`config.mk`:
```
export PLATFORM = sky130hd
export DESIGN_NAME = lcrp_front
export DESIGN_NICKNAME = d
export VERILOG_FILES = /design/src/rtl/lcrp_pkg.sv /design/src/rtl/lcrp_front.sv
export SDC_FILE = /design/constraint.sdc
export NUM_CORES = 1
export LEC_CHECK = 0
export ABC_AREA = 1
export BUFFER_PORTS_ARGS = -buffer_cell sky130_fd_sc_hd__buf_2
export CAP_MARGIN = 20
export CORE_UTILIZATION = 61
export CTS_BUF_LIST = sky130_fd_sc_hd__clkbuf_4 sky130_fd_sc_hd__clkbuf_8
export CTS_CLUSTER_SIZE = 28
export DETAILED_ROUTE_END_ITERATION = 12
export MAX_ROUTING_LAYER = met4
export PLACE_DENSITY = 0.9
export SETUP_SLACK_MARGIN = 0.2
export SYNTH_ARGS = -nofsm -noshare
export SYNTH_HDL_FRONTEND = slang
export SYNTH_SLANG_ARGS = --single-unit
```
`constraint.sdc`:
```
create_clock -name clk -period 15.05 [get_ports clk]
set_clock_uncertainty 0.2 [all_clocks]
set_input_delay 0.7525 -clock clk [delete_from_list [all_inputs] [get_ports clk]]
set_output_delay 0.7525 -clock clk [all_outputs]
set_load 0.005 [all_outputs]
```
`src/rtl/lcrp_pkg.sv`:
```
// Package: shared constants and types for the loop capture reverse playback unit.
`timescale 1ns / 1ps
package lcrp_pkg;
    localparam int MAX_LOOP_SAMPLES = 65536;
    localparam int SAMPLE_BITS      = 24;
    localparam int ADDR_BITS        = $clog2(MAX_LOOP_SAMPLES);
    localparam int LEN_BITS         = 17;
    localparam int TIME_BITS        = 48;
    localparam int MIX_BITS         = 16;
    localparam int ENTRY_BITS       = 2 * SAMPLE_BITS;
    localparam logic [MIX_BITS-1:0] MIX_ONE = 16'd32768;

    // Item handed from the front part to the back part.
    typedef struct packed {
        logic signed [SAMPLE_BITS-1:0] dry_l;
        logic signed [SAMPLE_BITS-1:0] dry_r;
        logic [MIX_BITS-1:0]           mix;
        logic                          do_write;
        logic [ADDR_BITS-1:0]          waddr;
        logic                          do_read;
        logic [TIME_BITS:0]            elapsed;  // now - origin, signed, one bit wider
        logic [LEN_BITS-1:0]           len;
        logic                          capturing;
        logic                          loop_ready;
        logic                          capture_done;
    } lcrp_cmd_t;
endpackage

```
`src/rtl/lcrp_front.sv`:
```
// Front part: transport and capture control, one item per cycle while the command queue is not full.
`timescale 1ns / 1ps
module lcrp_front (
    input  logic                                clk,
    input  logic                                rst_n,
    input  logic [lcrp_pkg::LEN_BITS-1:0]       capture_length,
    input  logic                                in_valid,
    output logic                                in_stall,
    input  logic signed [lcrp_pkg::SAMPLE_BITS-1:0] left_in,
    input  logic signed [lcrp_pkg::SAMPLE_BITS-1:0] right_in,
    input  logic [lcrp_pkg::MIX_BITS-1:0]       mix_level,
    input  logic                                host_playing,
    input  logic [lcrp_pkg::TIME_BITS-1:0]      sample_time,
    input  logic                                arm_request,
    input  logic                                disarm_request,
    input  logic                                start_allowed,
    input  logic                                playback_stopped,
    output logic                                cmd_valid,
    input  logic                                cmd_full,
    output lcrp_pkg::lcrp_cmd_t                 cmd
);
    import lcrp_pkg::*;

    logic                 armed_reg, armed_next;
    logic                 active_reg, active_next;
    logic                 pending_reg, pending_next;
    logic                 held_reg, held_next;
    logic [LEN_BITS-1:0]  widx_reg, widx_next;
    logic [TIME_BITS-1:0] origin_reg, origin_next;
    logic [LEN_BITS-1:0]  len;
    logic                 fire;

    assign in_stall  = cmd_full;
    assign fire      = in_valid && !cmd_full;
    assign cmd_valid = fire;

    always_comb
    begin
        len = capture_length;
        if (capture_length == '0)
        begin
            len = LEN_BITS'(1);
        end
        else if (capture_length > LEN_BITS'(MAX_LOOP_SAMPLES))
        begin
            len = LEN_BITS'(MAX_LOOP_SAMPLES);
        end
    end

    always_comb
    begin
        armed_next   = armed_reg;
        active_next  = active_reg;
        pending_next = pending_reg;
        held_next    = held_reg;
        widx_next    = widx_reg;
        origin_next  = origin_reg;
        cmd          = '0;
        cmd.dry_l    = left_in;
        cmd.dry_r    = right_in;
        cmd.mix      = (mix_level > MIX_ONE) ? MIX_ONE : mix_level;
        cmd.len      = len;
        if (arm_request)
        begin
            armed_next = 1'b1;
            if (host_playing)
            begin
                pending_next = 1'b1;
            end
        end
        if (disarm_request)
        begin
            armed_next = 1'b0;
        end
        if (playback_stopped && armed_next && !active_next)
        begin
            armed_next = 1'b0;
            widx_next  = '0;
        end
        if ((playback_stopped || !armed_next) && active_next)
        begin
            armed_next  = 1'b0;
            active_next = 1'b0;
            widx_next   = '0;
            origin_next = '0;
            held_next   = 1'b0;
        end
        if (armed_next && !active_next && (start_allowed || pending_next))
        begin
            held_next    = 1'b0;
            widx_next    = '0;
            origin_next  = sample_time;
            active_next  = 1'b1;
            pending_next = 1'b0;
        end
        if (armed_next && active_next)
        begin
            // drop writes past the end of the store
            cmd.do_write = (widx_next < LEN_BITS'(MAX_LOOP_SAMPLES));
            cmd.waddr    = widx_next[ADDR_BITS-1:0];
            widx_next    = widx_next + LEN_BITS'(1);
            if (widx_next >= len)
            begin
                armed_next   = 1'b0;
                active_next  = 1'b0;
                widx_next    = '0;
                origin_next  = origin_next + TIME_BITS'(len);
                held_next    = 1'b1;
                cmd.capture_done = 1'b1;
            end
        end
        cmd.do_read    = held_next && host_playing;
        cmd.elapsed    = {1'b0, sample_time} - {1'b0, origin_next};
        cmd.capturing  = active_next;
        cmd.loop_ready = held_next;
    end

    always_ff @(posedge clk or negedge rst_n)
    begin
        if (!rst_n)
        begin
            armed_reg   <= 1'b0;
            active_reg  <= 1'b0;
            pending_reg <= 1'b0;
            held_reg    <= 1'b0;
            widx_reg    <= '0;
            origin_reg  <= '0;
        end
        else if (fire)
        begin
            armed_reg   <= armed_next;
            active_reg  <= active_next;
            pending_reg <= pending_next;
            held_reg    <= held_next;
            widx_reg    <= widx_next;
            origin_reg  <= origin_next;
        end
    end

    a_active_not_held: assert property (@(posedge clk) disable iff (!rst_n)
        !(active_reg && held_reg)) else $error("capture active while loop held");
    a_active_armed: assert property (@(posedge clk) disable iff (!rst_n)
        active_reg |-> armed_reg) else $error("capture active without arm");
    a_widx_range: assert property (@(posedge clk) disable iff (!rst_n)
        widx_reg <= LEN_BITS'(MAX_LOOP_SAMPLES)) else $error("write index out of range");
endmodule

```
* After elaboration in Yosys (flattened, before gate mapping)
Cells that the tools add are included.
** Operators by class
- Div/mod/pow operators :: 0
- Equal/unequal tests :: 0
- Shift operators :: 0
- Multiplexer cells :: 32
- Bitwise logic cells :: 0
- Add/sub/neg operators :: 3
- Reduce and logical (&&, ||, !) cells :: 15
- $lt $le $gt $ge :: 4
- Multipliers :: 0
** Operators by type and width (count)
- $mux 48 :: 4
- $mux 17 :: 8
- $sub 48x48->49 :: 1
- $add 48x17->48 :: 1
- $mux 1 :: 19
- $add 17x1->17 const B :: 1
- $ge 17x17->1 :: 1
- $gt 17x17->1 const B :: 1
- $logic_not 17->1 :: 1
- $lt 17x17->1 const B :: 1
- $gt 16x16->1 const B :: 1
- $mux 16 :: 1
- $logic_and 1x1->1 :: 8
- $logic_not 1->1 :: 4
- $logic_or 1x1->1 :: 2
** Storage, ports and cells
- Logic and storage cells :: 60
- Bits in latches :: 0
- Register bits :: 69
- Memory bits (read-only) :: 0
- RAM bits :: 0
- Memories kept :: 0

* Logic depth before layout (Yosys ltp)
Gate-level depths: netlist (run 1).
- Depth after elaboration :: 18
- Mapped depth :: 53
- Gate-level depth less buffers :: 50

* Worst setup path after synthesis (run 1)
Ideal clock, no wire load.
- Path kind :: input to output
- Start point :: input playback_stopped
- End point :: output cmd[56] (netlist name)
- Arrival :: 6.869 ns
- Cell stages on the path :: 51
- Path slack :: 7.229 ns
- Required time :: 14.098 ns
- Cell sequence :: inv_1 nand3_4 nand2_4 buf_8 buf_6 inv_1 nor3_2 ha_1 nand3_1 inv_1 nand3_1 nor2_1 inv_1 nor2_1 nand4_1 nor2_1 xor2_1 inv_1 (+15 left out) a211oi_1 o21ai_0 a21boi_0 o21ai_0 nand3_1 nand2_1 nand2_1 inv_1 nand2_1 nand2_2 nand2_1 nand2_2 nand2_1 nand2_2 nand2_1 nand3_1 nand2_1 nand2_1
** RTL lines
- start, declared :: line lcrp_front.sv:17 : input logic playback_stopped,
- end, declared :: line lcrp_front.sv:20 : output lcrp_pkg::lcrp_cmd_t cmd

==> flow_metrics.py, run 1 <==
metrics = {
    "cts": {
        "htreeDepth": 3,
        "clk_pin_slew_ns": 0.08,
        "clk_latency_ns": 0.38,
        "cts_hold_buf": 0,
        "post_cts_buffers": 0,
        "cts_resized": 0,
        "cts_buffers": 9,
        "cts_tree": "done",
        "root_buffer": "clkbuf_8",
        "numClockSinks": 69,
        "clk_path_buf_depth": 2,
    },
    "pwr": {
        "power_leakage_nw": 7.09,
        "power_density_nw_per_um2": 127,
        "ir_drop_uv": 73.6,
    },
    "run_status": {
        "status": "finished, violations left",
        "violations": "design-rule violations",
    },
    "synth": {
        "synth_edf_count": 0,
        "synth.largest_area_cell": "nand2_1",
        "synth_area_um2": 11500,
        "synth_area_per_cell_um2": 5.78,
        "ys.flop_type": "dfrtp_1",
        "async_reset_ff_share_pct": 100,
        "synth.distinct_cells": 57,
        "synth-seq-cells": 69,
        "syn_nets": 2187,
        "synth_top_cell_area_share_pct": 20.5,
        "synthTopCellsByCount": "625 x nand2_1, 299 x inv_1, 189 x nor2_1",
        "synth_area_leaders": "nand2_1 20%, dfrtp_1 15%, inv_1 9.8%",
        "yosysMostFrequentCell": "nand2_1",
        "syn_inst": 1984,
        "ys_warn_count": 0,
        "ys_seq_area_share_pct": 15.1,
    },
    "routing": {
        "wirelength_um": 38300,
        "dr.pass1.iters": 10,
        "first_iter_violations": 1240,
        "drc": 20,
        "vias": 13200,
        "vias_per_cell": 5.65,
        "routedWlPerCell_um": 16.4,
        "antenna_left": 0,
    },
    "job": {
        "maxCapViolations": 0,
    },
    "sta": {
        "fin_tns_setup_ns": 0,
        "fmax_mhz": 106,
        "worst_slack_ns": 5.64,
        "maxSlewViolCount": 0,
        "rsz0062_at_grt": "no",
        "final-hold-violation-count": 0,
        "fin_crit_ns": 9.41,
        "relSlewSlack_pct": 35.1,
        "fin_crit_sh_pct": 62.5,
        "setup_viol": 0,
        "worst_pin_slew_ns": 0.974,
    },
    "finish": {
        "drive_gt1_share_pct": 17.6,
        "nNetsFinal": 2310,
        "n_antenna_cell": 0,
        "largest_reg_flops": 48,
        "syn_to_final_growth_pct": 8.25,
    },
    "die": {
        "rows": 49,
        "ioPinCount": 291,
        "initial_core_util_pct": 63.0,
        "dieArea_um2": 19300,
        "die_x_um": 139,
        "die_y_um": 139,
        "core_um2": 18200,
    },
    "placed_design": {
        "hpwlAfterDp_um": 31100,
        "dp_slack_ns": 5.94,
        "place_congestion": 1.05,
        "numPortBuffers": 194,
    },
    "setup_path": {
        "critPathKind": "input pin to output port",
        "path_delay_family": "simple AND/OR/NAND/NOR gates",
        "path_buf_inv": 10,
        "cp_max_fo": 44,
        "cp_common_cell": "nand2_1",
        "r2r-end": "origin_reg[44]",
        "r2r_cells": 34,
        "cp.arrival_ns": 8.46,
        "rr_startpoint": "armed_reg",
        "slowest_delay_ns": 0.46,
        "endpoint_kind": "output port",
        "slowest_stage": "nand2_4",
        "rrSetupSlack_ns": 8.93,
        "setup.worst_path.start_class": "input pin",
        "cp.required_ns": 14.10,
    },
    "global_routing": {
        "grt_pass1_vias": 12200,
        "antenna_found_initial": 0,
        "overflow": 0,
        "gr-usage-all-layers_pct": 40.4,
        "grt_first_pass_wirelength_um": 60300,
        "grt_max_degree": 70,
    },
    "hold_path": {
        "min_to": "origin_reg[21]",
        "min_path_cells": 2,
        "min_from": "origin_reg[21]",
        "hold_path.class": "flop to flop",
    },
}
metal layers:
layer,up-vias,part of all wire (%),track usage (%)
met2,644,45,64.0
li1,6475,-,-
met5,-,0,-
met4,0,2.6,12.8
met3,101,10,7.80
met1,6009,42,51.6
area by class of cell:
cell class | count | area, um2
multi-input combinational | 1501 | 7930
clock inverter | 7 | 98.8
timing repair buffer | 202 | 1030
inverter | 324 | 1220
clock buffer | 9 | 124
fill | 1745 | 5800
tap | 229 | 287
sequential | 69 | 1730
cells by family (layout without fill, tap and decap cells):
group | after synthesis | count (layout) | share of synthesized area (%)
muxes | 5 | 5 | 0.437
AOI/OAI and AO/OA | 228 | 228 | 11.6
adders and majority gates | 65 | 65 | 7.22
buffers and inverters | 414 | 542 | 15.9
and+or+nand+nor | 1134 | 1134 | 44.5
xor gates and xnor gates | 69 | 69 | 5.27
DFF | 69 | 69 | 15.1
stage by stage:
| step | hold WS (ns) | util (%) | power (W) | cells | area [um2] |
|---|---|---|---|---|---|
| floorplan | 0.253 | - | 0.00104 | 1984 | 11500 |
| global placement | 0.266 | 66.9 | 0.00135 | 2324 | 12200 |
| detailed placement | 0.274 | 66.9 | 0.00136 | 2324 | 12200 |
| CTS | 0.293 | 68.1 | 0.00155 | 2340 | 12400 |
| global route | 0.309 | 68.2 | 0.00170 | 2341 | 12400 |
| finish | 0.293 | 68.2 | 0.00157 | 2341 | 12400 |
worst reg2reg max path: cells and delay by family (launching register included):
| family | cells | cell delay, ns |
|---|---|---|
| compound gates | 1 | 0.10 |
| xor+xnor | 2 | 0.43 |
| fa+ha+maj | 2 | 0.55 |
| buf+inv | 6 | 0.55 |
| flops | 1 | 0.33 |
| simple gates | 23 | 3.84 |
where the power goes:
part	internal, W	leakage, nW	switching (W)
logic	0.000387	6.13	0.000741
clock network	0.0000942	0.110	0.0000876
registers	0.000235	0.850	0.0000280
total	0.000716	7.09	0.000857
layout by cell type, fill, tap and decap left out, types with 50 or more instances in the layout:
cell and instances:
a21oi_1 59, buf_2 194, dfrtp_1 69, ha_1 63, inv_1 299, nand2_1 625, nand2_2 50, nand3_1 136
nor2_1 188, o21ai_0 80, xor2_1 52
worst max path at each step:
stage / to / startpoint / slack (ns) / depth (start not counted)
finish: cmd[58] / playback_stopped / 5.64 / 48
floorplan: cmd[56] / playback_stopped / 7.23 / 51
detailed placement: cmd[58] / playback_stopped / 5.94 / 48
global placement: cmd[58] / arm_request / 6.14 / 48
CTS: cmd[58] / playback_stopped / 5.91 / 48
global route: cmd[58] / playback_stopped / 4.94 / 48
No activity file was read; power rests on OpenSTA's default activity.
==> run 2, diff against run 1 <==
--- a/config.mk
+++ b/config.mk
@@ -8,12 +8,12 @@
 export ABC_AREA = 1
 export BUFFER_PORTS_ARGS = -buffer_cell sky130_fd_sc_hd__buf_2
 export CAP_MARGIN = 20
-export CORE_UTILIZATION = 61
+export CORE_UTILIZATION = 57
 export CTS_BUF_LIST = sky130_fd_sc_hd__clkbuf_4 sky130_fd_sc_hd__clkbuf_8
 export CTS_CLUSTER_SIZE = 28
 export DETAILED_ROUTE_END_ITERATION = 12
 export MAX_ROUTING_LAYER = met4
-export PLACE_DENSITY = 0.9
+export PLACE_DENSITY = 0.85
 export SETUP_SLACK_MARGIN = 0.2
 export SYNTH_ARGS = -nofsm -noshare
 export SYNTH_HDL_FRONTEND = slang
==> constraint.sdc (replaced) <==
create_clock -name clk -period 9.8 [get_ports clk]
set_clock_uncertainty 0.2 [all_clocks]
set_input_delay 0.49 -clock clk [delete_from_list [all_inputs] [get_ports clk]]
set_output_delay 0.49 -clock clk [all_outputs]
set_load 0.005 [all_outputs]
==> run 2 against run 1 <==
Compared with the run above:
- the run now ends clean
- utilization shrank 4.7 points
- design area grew 0.18%
- critical path depth shrank 3
- global-route usage shrank 2.3 points
- sequential share of layout area is essentially flat
- non-clock buffer count shrank 1
- via count shrank 0.11%
- worst setup slack lost 4.5 ns
- sequential cell count is the same
- register-to-register slack lost 5.2 ns
- highest routed layer unchanged
==> flow_metrics.py, run 2 (synthesized netlist as in run 1, its figures left out) <==
metrics = {
    "run_status": {
        "status": "finished clean",
    },
    "die": {
        "initial_core_util_pct": 58.5,
        "core_um2": 19600,
        "die_y_um": 144,
        "die_x_um": 144,
        "dieArea_um2": 20700,
        "ioPinCount": 291,
        "rows": 51,
    },
    "routing": {
        "routedWlPerCell_um": 16.2,
        "antenna_left": 0,
        "drc": 0,
        "dr.pass1.iters": 6,
        "vias_per_cell": 5.56,
        "wirelength_um": 38500,
        "first_iter_violations": 1094,
        "vias": 13200,
    },
    "placed_design": {
        "hpwlAfterDp_um": 31300,
        "place_congestion": 1.02,
        "numPortBuffers": 194,
    },
    "setup_path": {
        "cp.arrival_ns": 7.92,
        "slowest_stage": "dfrtp_1",
        "setup.worst_path.start_class": "flop",
        "endpoint_kind": "output port",
        "cp.required_ns": 9.11,
        "critPathKind": "flop to output port",
        "cp_max_fo": 24,
        "slowest_delay_ns": 0.50,
        "cp_common_cell": "nor2_1",
    },
    "global_routing": {
        "gr-usage-met1_pct": 48.9,
        "grt_max_degree": 82,
        "grt_pass1_vias": 11800,
        "met3_usage_pct": 6.16,
        "antenna_found_initial": 1,
        "gr-usage-all-layers_pct": 38.1,
        "overflow": 0,
        "grt_first_pass_wirelength_um": 58900,
        "busiest_layer": "met2",
        "use_met2_pct": 60.1,
    },
    "cts": {
        "cts_tree": "done",
        "clk_path_buf_depth": 2,
        "clk_latency_ns": 0.39,
        "cts_buffers": 9,
        "clk_pin_slew_ns": 0.09,
        "cts_hold_buf": 0,
        "root_buffer": "clkbuf_8",
        "htreeDepth": 3,
        "numClockSinks": 69,
    },
    "finish": {
        "drive_gt1_share_pct": 17.6,
        "final_common_cell": "nand2_1",
        "final_cell_mix": "625 x nand2_1, 299 x inv_1, 194 x buf_2, 188 x nor2_1, 136 x nand3_1",
        "n_fill_cell": 2005,
        "regArea_um2": 1730,
        "largest_reg_flops": 48,
        "nNetsFinal": 2309,
        "multi_input_area_um2": 7930,
        "syn_to_final_growth_pct": 8.45,
    },
    "pwr": {
        "power_density_nw_per_um2": 191,
        "finalPower_w": 0.00237,
        "ir_drop_uv": 112,
        "power_leakage_nw": 7.08,
    },
    "sta": {
        "maxSlewViolCount": 0,
        "relSlewSlack_pct": 42.5,
        "fin_crit_sh_pct": 87.9,
        "setup_viol": 0,
        "final-hold-violation-count": 0,
        "rsz0062_at_grt": "no",
        "fin_tns_setup_ns": 0,
        "fmax_mhz": 116,
        "worst_pin_slew_ns": 0.863,
        "fin_crit_ns": 8.61,
    },
    "hold_path": {
        "hold_path.class": "input pin to asynchronous set/reset pin",
    },
    "job": {
        "maxCapViolations": 0,
    },
}
[run 2: cell count changes in the layout (fill, tap and decap cells not counted), sizes merged]
cell	delta
bufinv	-1
clkinv	-1
buf	-1
diode	+1
inv	+1
clkinvlp	+1
[run 2: metal layers]
| layer | up-vias | routed length [um] |
|---|---|---|
| met5 | - | 0 |
| met4 | 0 | 1360 |
| met3 | 114 | 3600 |
| met2 | 700 | 17200 |
| met1 | 5925 | 16300 |
| li1 | 6475 | - |
[run 2: final cells by class]
class / count / area share [%]
Tap cell: 265 / 2.67
Clock inverter: 7 / 0.584
Sequential cell: 69 / 13.9
Timing Repair Buffer: 201 / 8.23
Antenna cell: 1 / 0.0201
Inverter: 324 / 9.80
Clock buffer: 9 / 0.996
Multi-Input combinational cell: 1501 / 63.8
[run 2: what timing repair did]
| action | 4_1_cts | 5_1_grt |
|---|---|---|
| gates resized for setup | 0 | 2 |
| buffers inserted | 0 | 0 |
| setup endpoints to repair | 0 | 7 |
[run 2: worst paths after layout]
check	endpoint	slack, ns	cells after the start	startpoint
max	cmd[66]	1.19	45	active_reg
min in group clk	pending_reg	0.24	3	host_playing
max reg2reg	origin_reg[46]	3.69	36	active_reg
min reg2reg	origin_reg[22]	0.30	2	origin_reg[22]
min	widx_reg[13]	0.003	1	rst_n
max in group asynchronous	origin_reg[18]	8.36	2	rst_n
[run 2: critical path: cells and delay by family (launching register included)]
family | cells | cell delay (ns)
flops | 1 | 0.50
xor+xnor | 2 | 0.36
buf+inv | 9 | 0.82
simple gates | 31 | 4.90
fa+ha+maj | 3 | 0.96
[run 2: through the flow]
| stage | setup slack, ns | area, um2 | hold WS [ns] | instances | util [%] |
|---|---|---|---|---|---|
| floorplan | 2.50 | 11500 | -0.00559 | 1984 | - |
| global placement | 1.56 | 12200 | 0.267 | 2359 | 62.4 |
| detailed placement | 1.24 | 12200 | 0.275 | 2359 | 62.4 |
| CTS | 0.993 | 12400 | 0.0196 | 2375 | 63.4 |
| global route | 0.363 | 12400 | 0.0685 | 2377 | 63.5 |
| finish | 1.19 | 12400 | 0.00301 | 2377 | 63.5 |
[run 2: report_power, final]
group	switching (W)	internal, W
Clock	0.000137	0.000118
Sequential	0.0000435	0.000360
Combinational	0.00112	0.000592
Total	0.00130	0.00107
==> run 3, diff against run 2 <==
==> constraint.sdc (replaced) <==
create_clock -name clk -period 9.8 [get_ports clk]
set_clock_uncertainty 0.2 [all_clocks]
set_input_delay 0.49 -clock clk [delete_from_list [all_inputs] [get_ports clk]]
set_output_delay 0.49 -clock clk [all_outputs]
set_load 0.05 [all_outputs]
==> run 3 against run 2 <==
Compared with the run above:
- combinational power increased by 31%
- routed wire length about the same
- first-iteration DRC count decreased by 8.4%
- critical path type unchanged
- highest routed layer unchanged
==> flow_metrics.py, run 3 (synthesized netlist as in run 1, its figures left out) <==
metrics = {
    "die": {
        "die_y_um": 144,
        "ioPinCount": 291,
        "dieArea_um2": 20700,
        "core_um2": 19600,
        "die_x_um": 144,
        "rows": 51,
        "initial_core_util_pct": 58.5,
    },
    "cts": {
        "cts_hold_buf": 0,
        "numClockSinks": 69,
        "post_cts_buffers": 0,
        "root_buffer": "clkbuf_8",
        "cts_resized": 0,
        "cts_buffers": 9,
        "cts_tree": "done",
        "clk_latency_ns": 0.39,
        "clk_pin_slew_ns": 0.09,
        "htreeDepth": 3,
        "clk_path_buf_depth": 2,
    },
    "global_routing": {
        "antenna_found_initial": 0,
        "overflow": 0,
        "grt_pass1_vias": 12000,
        "gr-usage-all-layers_pct": 38.3,
        "grt_max_degree": 82,
        "grt_first_pass_wirelength_um": 59600,
    },
    "sta": {
        "timing.hold.ws_ns": 0.116,
        "fin_crit_sh_pct": 88.9,
        "fmax_mhz": 115,
        "relSlewSlack_pct": 35.8,
        "fin_tns_setup_ns": 0,
        "setup_viol": 0,
        "fin_crit_ns": 8.71,
        "maxSlewViolCount": 0,
        "rsz0062_at_grt": "no",
        "worst_pin_slew_ns": 0.963,
        "final-hold-violation-count": 0,
    },
    "routing": {
        "dr.pass1.iters": 5,
        "vias": 13100,
        "vias_per_cell": 5.52,
        "routedWlPerCell_um": 16.2,
        "first_iter_violations": 1002,
        "wirelength_um": 38500,
        "drc": 0,
        "antenna_left": 0,
    },
    "placed_design": {
        "place_congestion": 1.06,
        "hpwlAfterDp_um": 31100,
        "dp.cells": 2360,
        "placed_area_um2": 12200,
        "numPortBuffers": 194,
    },
    "setup_path": {
        "cp.arrival_ns": 8.02,
        "endpoint_kind": "output port",
        "critPathKind": "flop to output port",
        "cp-startpoint": "active_reg",
        "slowest_delay_ns": 0.52,
        "rr_startpoint": "active_reg",
        "cp.required_ns": 9.11,
        "cp_max_fo": 24,
        "setup.worst_path.start_class": "flop",
        "cp_common_cell": "nand2_1",
        "slowest_stage": "dfrtp_2",
    },
    "job": {
        "maxCapViolations": 0,
    },
    "finish": {
        "syn_to_final_growth_pct": 8.50,
        "stdcell_count": 2379,
        "final_cell_mix": "625 x nand2_1, 299 x inv_1, 194 x buf_2, 188 x nor2_1, 136 x nand3_1",
        "n_fill_cell": 1949,
        "final_common_cell": "nand2_1",
        "largest_reg_flops": 48,
        "drive_gt1_share_pct": 17.7,
        "fin_area_um2": 12400,
        "nNetsFinal": 2311,
    },
    "pwr": {
        "power_density_nw_per_um2": 231,
        "power_leakage_nw": 7.08,
        "ir_drop_uv": 154,
        "finalPower_w": 0.00288,
    },
    "hold_path": {
        "hold_path.class": "input pin to asynchronous set/reset pin",
    },
    "run_status": {
        "status": "finished clean",
    },
}
[run 3: cell types whose count changed in the layout (fill, tap and decap cells not counted)]
cell and change:
dfrtp_2 +1, clkinv_4 +2, clkinvlp_4 -2, nand2_4 +1, o21ai_1 +3, a21boi_0 +1
bufinv_16 -1, a21boi_1 -1, dfrtp_1 -1, clkbuf_4 +1, clkbuf_8 +1, o21ai_0 -3
[run 3: final timing paths]
path	end	slack, ns	depth (start not counted)
min in group clk	pending_reg	0.24	3
max in group asynchronous	active_reg	8.59	2
worst max register to register	origin_reg[46]	3.86	35
worst min-delay path	armed_reg	0.12	2
worst max-delay path	cmd[56]	1.09	50
worst min register to register	origin_reg[35]	0.29	2
[run 3: worst max-delay path, delay by kind of cell (launching register included)]
kind / cells / cell delay (ns)
AOI/OAI and AO/OA: 5 / 0.89
xor gates and xnor gates: 1 / 0.16
adders and majority gates: 3 / 1.03
buffers and inverters: 9 / 1.20
DFF: 1 / 0.52
and+or+nand+nor: 32 / 3.82
[run 3: report_power, final]
group | internal (W) | total, W | switching [W]
clock | 0.000101 | 0.000239 | 0.000139
sequential | 0.000360 | 0.000404 | 0.0000437
combinational | 0.000599 | 0.00224 | 0.00164
[run 3: stage by stage]
step	util, %	setup WS, ns
after floorplan	-	1.75
after global placement	62.4	1.09
after detailed placement	62.4	0.973
after CTS	63.3	0.772
after global routing	63.5	0.308
final	63.5	1.09
[run 3: area by class of cell]
class / instances / area (um2) / area share [%]
diodes: 1 / 2.50 / 0.0201
clock buffers: 10 / 138 / 1.11
clock inverters: 6 / 45.0 / 0.362
inverters: 324 / 1220 / 9.80
multi-input cells: 1502 / 7950 / 63.9
flip-flops and latches: 69 / 1730 / 13.9
well taps: 265 / 332 / 2.67
repair buffers: 202 / 1030 / 8.29
[run 3: metal layers]
metal	global-route usage (%)	up-vias	wire length, um	part of all wire (%)
li1	-	6463	-	-
met5	-	-	0	0
met1	48.9	5991	16500	43
met3	7.00	92	3390	8.8
met4	14.2	0	1230	3.2
met2	60.2	586	17400	45
